## src/dpm_pkg.sv

```systemverilog
// ----------------------------------------------------------------------------
// dpm_pkg
// Types and constants for the demand-paged memory with predecode marks.
// ----------------------------------------------------------------------------
package dpm_pkg;

    // byte address width of an access
    localparam int ADDR_BITS = 24;

    typedef enum logic [1:0] {
        CMD_WRITE = 2'd0,
        CMD_READ  = 2'd1,
        CMD_FETCH = 2'd2,
        CMD_NOP   = 2'd3
    } cmd_t;

    localparam logic [31:0] ALIGN_MASK = 32'hFFFF_FFFC;

    typedef struct packed {
        cmd_t                 cmd;
        logic [ADDR_BITS-1:0] addr;
        logic [31:0]          write_data;
        logic [3:0]           byte_mask;
    } dpm_in_t;

    typedef struct packed {
        logic [31:0] read_data;
        logic        mark_was_set;
        logic        page_allocated;
        logic        out_of_frames;
    } dpm_out_t;

    // queued access, address already masked and word aligned
    typedef struct packed {
        cmd_t        cmd;
        logic [31:0] addr;
        logic [31:0] write_data;
        logic [3:0]  byte_mask;
    } dpm_work_t;

endpackage

```

## src/dpm_front.sv

```systemverilog
// ----------------------------------------------------------------------------
// dpm_front
// Accepts accesses, aligns and masks the address, queues them two deep.
// ----------------------------------------------------------------------------
module dpm_front
    import dpm_pkg::*;
(
    input  logic      aclk,
    input  logic      aresetn,
    input  logic      s_valid,
    output logic      s_ready,
    input  dpm_in_t   s_data,
    output logic      q_valid,
    output dpm_work_t q_data,
    input  logic      q_pop
);

    localparam logic [31:0] ADDR_MASK =
        (ADDR_BITS >= 32) ? 32'hFFFF_FFFF : ((32'd1 << ADDR_BITS) - 32'd1);

    dpm_work_t  slot_reg [2];
    logic       wr_ptr_reg, rd_ptr_reg;
    logic [1:0] count_reg;
    dpm_work_t  enq;
    logic       push;

    always_comb begin
        enq.cmd        = s_data.cmd;
        enq.addr       = 32'(s_data.addr) & ADDR_MASK & ALIGN_MASK;
        enq.write_data = s_data.write_data;
        enq.byte_mask  = s_data.byte_mask;
    end

    assign s_ready = (count_reg != 2'd2);
    assign push    = s_valid && s_ready;
    assign q_valid = (count_reg != 2'd0);
    assign q_data  = slot_reg[rd_ptr_reg];

    always_ff @(posedge aclk) begin
        if (push) begin
            slot_reg[wr_ptr_reg] <= enq;
        end
    end

    always_ff @(posedge aclk) begin
        if (!aresetn) begin
            wr_ptr_reg <= 1'b0;
            rd_ptr_reg <= 1'b0;
            count_reg  <= 2'd0;
        end else begin
            if (push) begin
                wr_ptr_reg <= ~wr_ptr_reg;
            end
            if (q_pop && q_valid) begin
                rd_ptr_reg <= ~rd_ptr_reg;
            end
            count_reg <= count_reg + 2'(push) - 2'(q_pop && q_valid);
        end
    end

endmodule

```

## config.mk

```make
export PLATFORM = sky130hd
export DESIGN_NAME = dpm_front
export DESIGN_NICKNAME = d
export VERILOG_FILES = /design/src/dpm_pkg.sv /design/src/dpm_front.sv
export SDC_FILE = /design/constraint.sdc
export NUM_CORES = 1
export LEC_CHECK = 0
export BUFFER_PORTS_ARGS = -buffer_cell sky130_fd_sc_hd__buf_2
export CAP_MARGIN = 20
export CORE_MARGIN = 10
export CORE_UTILIZATION = 52
export DETAILED_ROUTE_END_ITERATION = 8
export GPL_TIMING_DRIVEN = 0
export PLACE_DENSITY_LB_ADDON = 0.3
export SKIP_CTS_REPAIR_TIMING = 1
export SYNTH_ARGS = -nofsm -noshare
export SYNTH_HDL_FRONTEND = slang
export SYNTH_SLANG_ARGS = --single-unit
```

## constraint.sdc

```tcl
create_clock -name aclk -period 4.08 [get_ports aclk]
set_input_delay 0 -clock aclk [delete_from_list [all_inputs] [get_ports aclk]]
set_output_delay 0 -clock aclk [all_outputs]
set_load 0.03 [all_outputs]
```

== Word level (Yosys, flattened, before mapping) ==
Memory sizes are Yosys's and may differ from the RTL's. A register that Yosys moved wholly into a read port is not among the register bits.
Cells that the tools add are included.

* Add/sub/neg operators: 2
* Equality and inequality tests: 1
* Multiplexer cells: 4
* Bitwise operators: 2
* Reductions and logical operators: 3

{| class="wikitable"
|+ Operators with widths
! cell !! count
|-
| $mux W1 || 4
|-
| $add A2 B1 Y2 || 1
|-
| $logic_and A1 B1 Y1 || 2
|-
| $ne A2 B2 Y1 const B || 1
|-
| $not A1 Y1 || 2
|-
| $reduce_bool A2 Y1 || 1
|-
| $sub A2 B1 Y2 || 1
|}

* Flip-flop bits (word level): 4
* Memory bits (writable): 120
* Input port bits: 66
* Output and inout bits: 72
* Logic and storage cells: 16
* Memories kept: 1

{| class="wikitable"
|+ Memories
! memory !! depth !! width !! read ports !! clocked after Yosys merged registers in !! write ports !! RTL line !! source
|-
| slot_reg || 2 || 60 || 1 || 1 || 1 || dpm_front.sv:21 || <nowiki>dpm_work_t slot_reg [2];</nowiki>
|}

== Longest topological paths before layout ==
Gate-level depths: netlist of the first run.

* Word-level depth: 4
* Depth in mapped cells: 8
* Mapped depth without buffers: 8

== Worst setup path before layout of the first run ==
No wires, ideal clock.

* Kind: reg2reg
* From: register count_reg[0]
* To: memory slot_reg[0][0] (netlist name), enable pin
* Arrival time: 3.361 ns
* Required time: 3.602 ns
* Setup slack: 0.241 ns
* Stages on the path, launching flop included: 4
* Buffers on the path: 0
* Path through: dfxtp_1 nand2b_1 nand2_1 nor2_1

* Word-level cells in the longest chain between the ends: 4

{| class="wikitable"
|+ Ends and longest elaborated chain
! element !! RTL line !! source
|-
| start, declared || dpm_front.sv:23 || <nowiki>logic [1:0] count_reg;</nowiki>
|-
| start signal, assigned || dpm_front.sv:57 || <nowiki>count_reg <= count_reg + 2'(push) - 2'(q_pop && q_valid);</nowiki>
|-
| $ne A2 B2 Y1 || dpm_front.sv:34 || <nowiki>assign s_ready = (count_reg != 2'd2);</nowiki>
|-
| via s_ready || dpm_front.sv:11 || <nowiki>output logic s_ready,</nowiki>
|-
| $logic_and A1 B1 Y1 || dpm_front.sv:35 || <nowiki>assign push = s_valid && s_ready;</nowiki>
|-
| $mux W1 || dpm_front.sv:40 || <nowiki>if (push) begin</nowiki>
|-
| $mux W1 (not written as such) || dpm_front.sv:41 || <nowiki>slot_reg[wr_ptr_reg] <= enq;</nowiki>
|-
| end, declared || dpm_front.sv:21 ||
|}

The timed path passes the listed nets, and every way through them passes these cells.

== Final worst setup path of the first run ==
* From: register count_reg[0]
* To: register count_reg[1]

* Word-level cells in the longest chain between the ends: 4

{| class="wikitable"
|+ Ends and longest elaborated chain
! element !! RTL line
|-
| $ne A2 B2 Y1 || dpm_front.sv:34
|-
| $logic_and A1 B1 Y1 || dpm_front.sv:35
|-
| $add A2 B1 Y2 || dpm_front.sv:57
|-
| $sub A2 B1 Y2 * || dpm_front.sv:57
|}

Every way passes the cells marked *; elsewhere a longest branch is shown, timed or not.
A chain may end at the register's enable or synchronous reset.

==> results of run 1 <==
## kinds of logic after synthesis
family,share of synthesized area [%]
XOR/XNOR,0.531
buffers and inverters,4.25
AND/OR/NAND/NOR,1.24
multiplexers,18.4
flip-flops,74.8
adder cells (fa/ha/maj),0.506
AO/OA/AOI/OAI,0.152
other,0.0758
## per-layer routing
metal,global-route usage (%),vias to the layer above
met5,0,-
met4,3.94,0
met3,7.63,5
met2,21.7,102
met1,13.9,1302
li1,-,1281
## metrics by stage
step / hold slack [ps] / cell area (sq um)
after floorplan: 98.9 / 4980
after global placement: 188 / 5770
after detailed placement: 191 / 5820
after CTS: -337 / 6430
after global routing: 204 / 7070
final: 225 / 7070
## worst paths after layout
| kind | slack [ps] | start | endpoint | cells after the start |
|---|---|---|---|---|
| setup / recovery | 2360 | count_reg[0] | count_reg[1] | 8 |
| hold / removal | 220 | s_data[32] | slot_reg[1][32] | 2 |
| setup reg to reg | 2360 | count_reg[0] | count_reg[1] | 8 |
| hold reg to reg | 530 | wr_ptr_reg | wr_ptr_reg | 2 |
## worst max-delay path: stages, from the launching register on
cell and delay (ps):
dfxtp_1 360, nand2b_1 180, nand2_1 150, ha_1 310, inv_1 40, ha_1 180, xnor2_1 130, xnor2_1 120
and2_1 150
## cell usage after synthesis (all sizes together), types with 2 or more instances
| master | count |
|---|---|
| ha | 2 |
| nand2 | 2 |
| nor2b | 2 |
| nand2b | 2 |
| and2 | 2 |
| xnor2 | 3 |
| edfxtp | 120 |
| dfxtp | 5 |
| buf | 17 |
| mux2 | 60 |
## final cells by class
type	instances	area (sq um)
Antenna cell	1	2.50
Buffer	17	206
Clock buffer	18	418
Clock inverter	14	193
Fill cell	516	2170
Inverter	1	3.75
Multi-Input combinational cell	88	1080
Sequential cell	125	3700
Tap cell	129	161
Timing Repair Buffer	190	1300
## report_power, final
group	leakage [uW]	internal (uW)	switching, uW	total [uW]
logic	0.00141	622	808	1430
registers	0.00116	1610	53.0	1670
clock network	0.000283	993	531	1520
total	0.00286	3230	1390	4620
==> impl_metrics.tcl, run 1 <==
set metrics [dict create \
    wl_per_cell_um 17.8 \
    pin_count 138 \
    setup_ws_ps 2360 \
    largest_register_ffs 120 \
    period_needed_ps 1720 \
    crit_type "flop to flop" \
    core_sq_um 9240 \
    critical_path.max_fanout 4 \
    final_layout_size_suffix_gt1_share_pct 52.1 \
    die_h_um 118 \
    grt_overflow 0 \
    met2WireLength_mm 5.56 \
    met1_length_mm 4.03 \
    finalSetupViolations 0 \
    yosysSeqAreaShare_pct 74.8 \
    crit_required_ps 4460 \
    die_area_sq_um 13800 \
    place_inst 487 \
    synthArstFlopShare_pct 0 \
    ant_nets 0 \
    slew_headroom_pct 45.3 \
    final_util_pct 76.5 \
    synth_top_area_share_pct 72.8 \
    antenna_found_initial 1 \
    io_buffers 125 \
    synth_edf_count 120 \
    yosys_register_bits 125 \
    layout_common_cells "buf_2 (125), edfxtp_1 (120), dlygate4sd3_1 (63)" \
    place_congestion 0.666 \
    yosysUniqueCellTypes 19 \
    totalNegativeSetupSlack_ps 0 \
    drt_iter0_markers 92 \
    synth.top_cells.by_area "edfxtp_1 (73%), mux2_4 (18%), buf_12 (2.4%)" \
    synth_area_leader_cell "edfxtp_1" \
    syn_area_sq_um 4950 \
    grt_start_max_net_pins 61 \
    vdd.ir_drop.worst_uv 422 \
    drv_cap 0 \
    final_common_cell "buf_2" \
    nets 508 \
    synth_warnings 0 \
    tightestPinTransition_ps 820 \
    areaGrowthSynthToFinish_pct 42.8 \
    viasPerCell 4.61 \
    cp.arrival_ps 2110 \
    cts_buffer_depth 2 \
    cts_tree "built" \
    drt_wl_total_mm 10.4 \
    hpwl_mm 6.23 \
    clkSinkCount 125 \
    finClkSkew_ps 7.80 \
    run_status "finished clean" \
    drt_pass1_iterations 4 \
    vias 2690 \
    clk_latency_ps 500 \
    place_worst_setup_slack_ps 2350 \
    slew_violations 0 \
    final_hold_viol_count 0 \
    cp-end-kind "flop" \
    initial_core_util_pct 53.6 \
    syn_inst 222 \
    ys.flop_type "edfxtp_1" \
    root_buffer "clkbuf_8" \
    min_period_over_period_pct 42.2 \
    rsz0062_at_grt "false" \
    cts_made_buffers 17 \
    final_cell_count_no_fill 583 \
    num_rows 35 \
    first_global_vias 2744 \
    start_kind "flop" \
    path_clk_slew_ps 60 \
    track_usage_pct 13.1 \
    avgSynthCellArea_sq_um 22.3 \
    holdCritPathClass "input pin to flop" \
    clock.fmax_mhz 581 \
    power_density_nw_per_um2 654 \
    p_total_uw 4620 \
    die_w_um 118 \
    highest_layer "met4" \
    p_leak_uw 0.00286 \
    grt_pass1_wl_mm 14.2 \
    drc_errors 0 \
    wl_met3_um 713 \
    ctsHtreeMaxLevel 4 \
]
Note: power is estimated with default switching activity, not from simulation.
==> run 2: changes to the inputs <==
ABC_AREA = 1   (was not set)
clock period = 1.63 ns   (was 4.08 ns; I/O delays follow)
==> run 2 against run 1 <==
  * The run now ends with setup timing left
  * Cell count is 3.4% higher
  * Register-to-register slack worse by 2200 ps
  * Total power grew to 2.5 times the previous value
  * Worst setup slack worse by 2400 ps
  * Hold slack worse by 7.8 ps
  * Non-clock buffer count is 8 higher
  * Sequential power grew to 2.5 times the previous value
  * Wire length is 1.8% higher
  * Sequential share of layout area is 1.3 points lower
==> impl_metrics.tcl, run 2 <==
set metrics [dict create \
    place_inst 500 \
    synthArstFlopShare_pct 0 \
    vdd.ir_drop.worst_uv 921 \
    grt_overflow 0 \
    cp.arrival_ps 1630 \
    crit_required_ps 1630 \
    worst_hold_slack_ps 217 \
    hpwl_mm 6.64 \
    synth_edf_count 120 \
    cp-end-kind "output pin" \
    wl_per_cell_um 17.5 \
    yosysSeqAreaShare_pct 74.7 \
    final_hold_viol_count 0 \
    drt_pass1_iterations 4 \
    run_status "finished, violations left" \
    final_layout_size_suffix_gt1_share_pct 53.8 \
    syn_area_sq_um 4950 \
    p_leak_uw 0.00296 \
    drc_errors 0 \
    clkSinkCount 125 \
    final_common_cell "edfxtp_1" \
    holdCritPathClass "input pin to flop" \
    critical_path.max_fanout 10 \
    use_met2_pct 22.9 \
    die_h_um 118 \
    cts_made_buffers 17 \
    clk_latency_ps 500 \
    synth_top_area_share_pct 72.7 \
    die_w_um 118 \
    layout_common_cells "edfxtp_1 (120), buf_2 (113), dlygate4sd3_1 (63)" \
    place_worst_setup_slack_ps -181 \
    power.net_switching_uw 3580 \
    cts_buffer_depth 2 \
    p_seq_share_pct 36.5 \
    start_kind "flop" \
    syn_inst 234 \
    finClkSkew_ps 7.75 \
    initial_core_util_pct 53.6 \
    crit_type "flop to output pin" \
    swShare_pct 31.0 \
    antenna_found_initial 0 \
    track_usage_pct 13.5 \
    grt_pass1_wl_mm 14.5 \
    use_met1_pct 14.2 \
    power_frac_comb_pct 33.3 \
    nets 529 \
    ctsHtreeMaxLevel 4 \
    vias 2813 \
    grt_use_met3_pct 6.67 \
    yosysUniqueCellTypes 13 \
    yosysMostFrequentCell "edfxtp_1" \
    p_int_uw 7970 \
    pin_count 138 \
    root_buffer "clkbuf_8" \
    totalNegativeSetupSlack_ps -10.9 \
    drv_cap 0 \
    multiInputGateArea_sq_um 1090 \
    synth.top_cells.by_area "edfxtp_1 (73%), mux2_4 (18%), buf_12 (2.4%)" \
    p_total_uw 11600 \
    setup_ws_ps -2.67 \
    synth_warnings 0 \
    synth_commonest_cells "edfxtp_1 (120), mux2_4 (60), buf_4 (10)" \
    avgSynthCellArea_sq_um 21.2 \
    path_clk_slew_ps 60 \
    power_density_nw_per_um2 1590 \
    nFillCells 526 \
    drt_wl_total_mm 10.5 \
    place_congestion 0.680 \
    clock.fmax_mhz 612 \
    p_clk_share_pct 30.2 \
    first_global_vias 2813 \
    ys.flop_type "edfxtp_1" \
    antenna_cells 0 \
    drt_iter0_markers 134 \
    ant_nets 0 \
    synth_area_leader_cell "edfxtp_1" \
    io_buffers 125 \
    viasPerCell 4.67 \
    busiest_layer "met2" \
    areaGrowthSynthToFinish_pct 46.3 \
    largest_register_ffs 120 \
    seq_area_sq_um 3710 \
    die_area_sq_um 13800 \
    yosys_register_bits 125 \
    num_rows 35 \
    grt_start_max_net_pins 35 \
    rsz0062_at_grt "true" \
    slew_violations 0 \
    period_needed_ps 1630 \
    final_cell_count_no_fill 603 \
    violations "setup timing" \
    core_sq_um 9240 \
    finalSetupViolations 5 \
    cts_tree "built" \
    min_period_over_period_pct 100 \
]
## run 2: logic make-up (layout without fill, tap and decap cells)
kind of cell / Yosys count / in the layout / synth area share, %
AOI/OAI and AO/OA: 2 / 2 / 0.202
adders and majority gates: 2 / 2 / 0.505
buffers and inverters: 24 / 255 / 4.70
DFF: 125 / 125 / 74.7
muxes: 60 / 60 / 18.2
other: 1 / 10 / 0.0757
and+or+nand+nor: 20 / 20 / 1.59
## run 2: stage by stage
| stage | area, sq um | utilization [%] |
|---|---|---|
| floorplan | 5020 | - |
| global placement | 5810 | 62.9 |
| detailed placement | 5880 | 63.6 |
| CTS | 6440 | 69.7 |
| global route | 7250 | 78.4 |
| finish | 7250 | 78.4 |
## run 2: power groups by stage
stage | sequential [uW] | clock (uW) | combinational [uW]
floorplan | 4250 | 0 | 2610
global placement | 4270 | 0 | 3350
detailed placement | 4280 | 0 | 3480
CTS | 4210 | 3560 | 3490
global route | 4260 | 3700 | 4060
finish | 4220 | 3490 | 3840
## run 2: final timing paths
path,startpoint,endpoint,slack [ps],cells past startpoint
max reg2reg,count_reg[0],count_reg[1],130,10
max,flop,q_data[38],-3,4
min,s_data[54],slot_reg[1][52],220,2
min reg2reg,rd_ptr_reg,rd_ptr_reg,560,2
## run 2: cell type report
| cell class | instances | share of cell area (%) |
|---|---|---|
| repair buffers | 198 | 20.4 |
| clock inverters | 14 | 2.00 |
| inverters | 7 | 0.414 |
| multi-input cells | 94 | 15.0 |
| repair inverters | 1 | 0.104 |
| flip-flops and latches | 125 | 51.1 |
| plain buffers | 17 | 2.97 |
| well taps | 129 | 2.23 |
| clock buffers | 18 | 5.77 |
## run 2: routing by layer
metal / routed length [um] / share of wire (%)
met1: 4170 / 40
met2: 5610 / 53
met3: 670 / 6.4
met4: 92 / 0.87
met5: 0 / 0
## run 2: worst max-delay path, stage by stage (launching register included)
cell     delay [ps]
dfxtp_2         340
buf_12          150
buf_12          150
mux2_4          300
buf_2           180
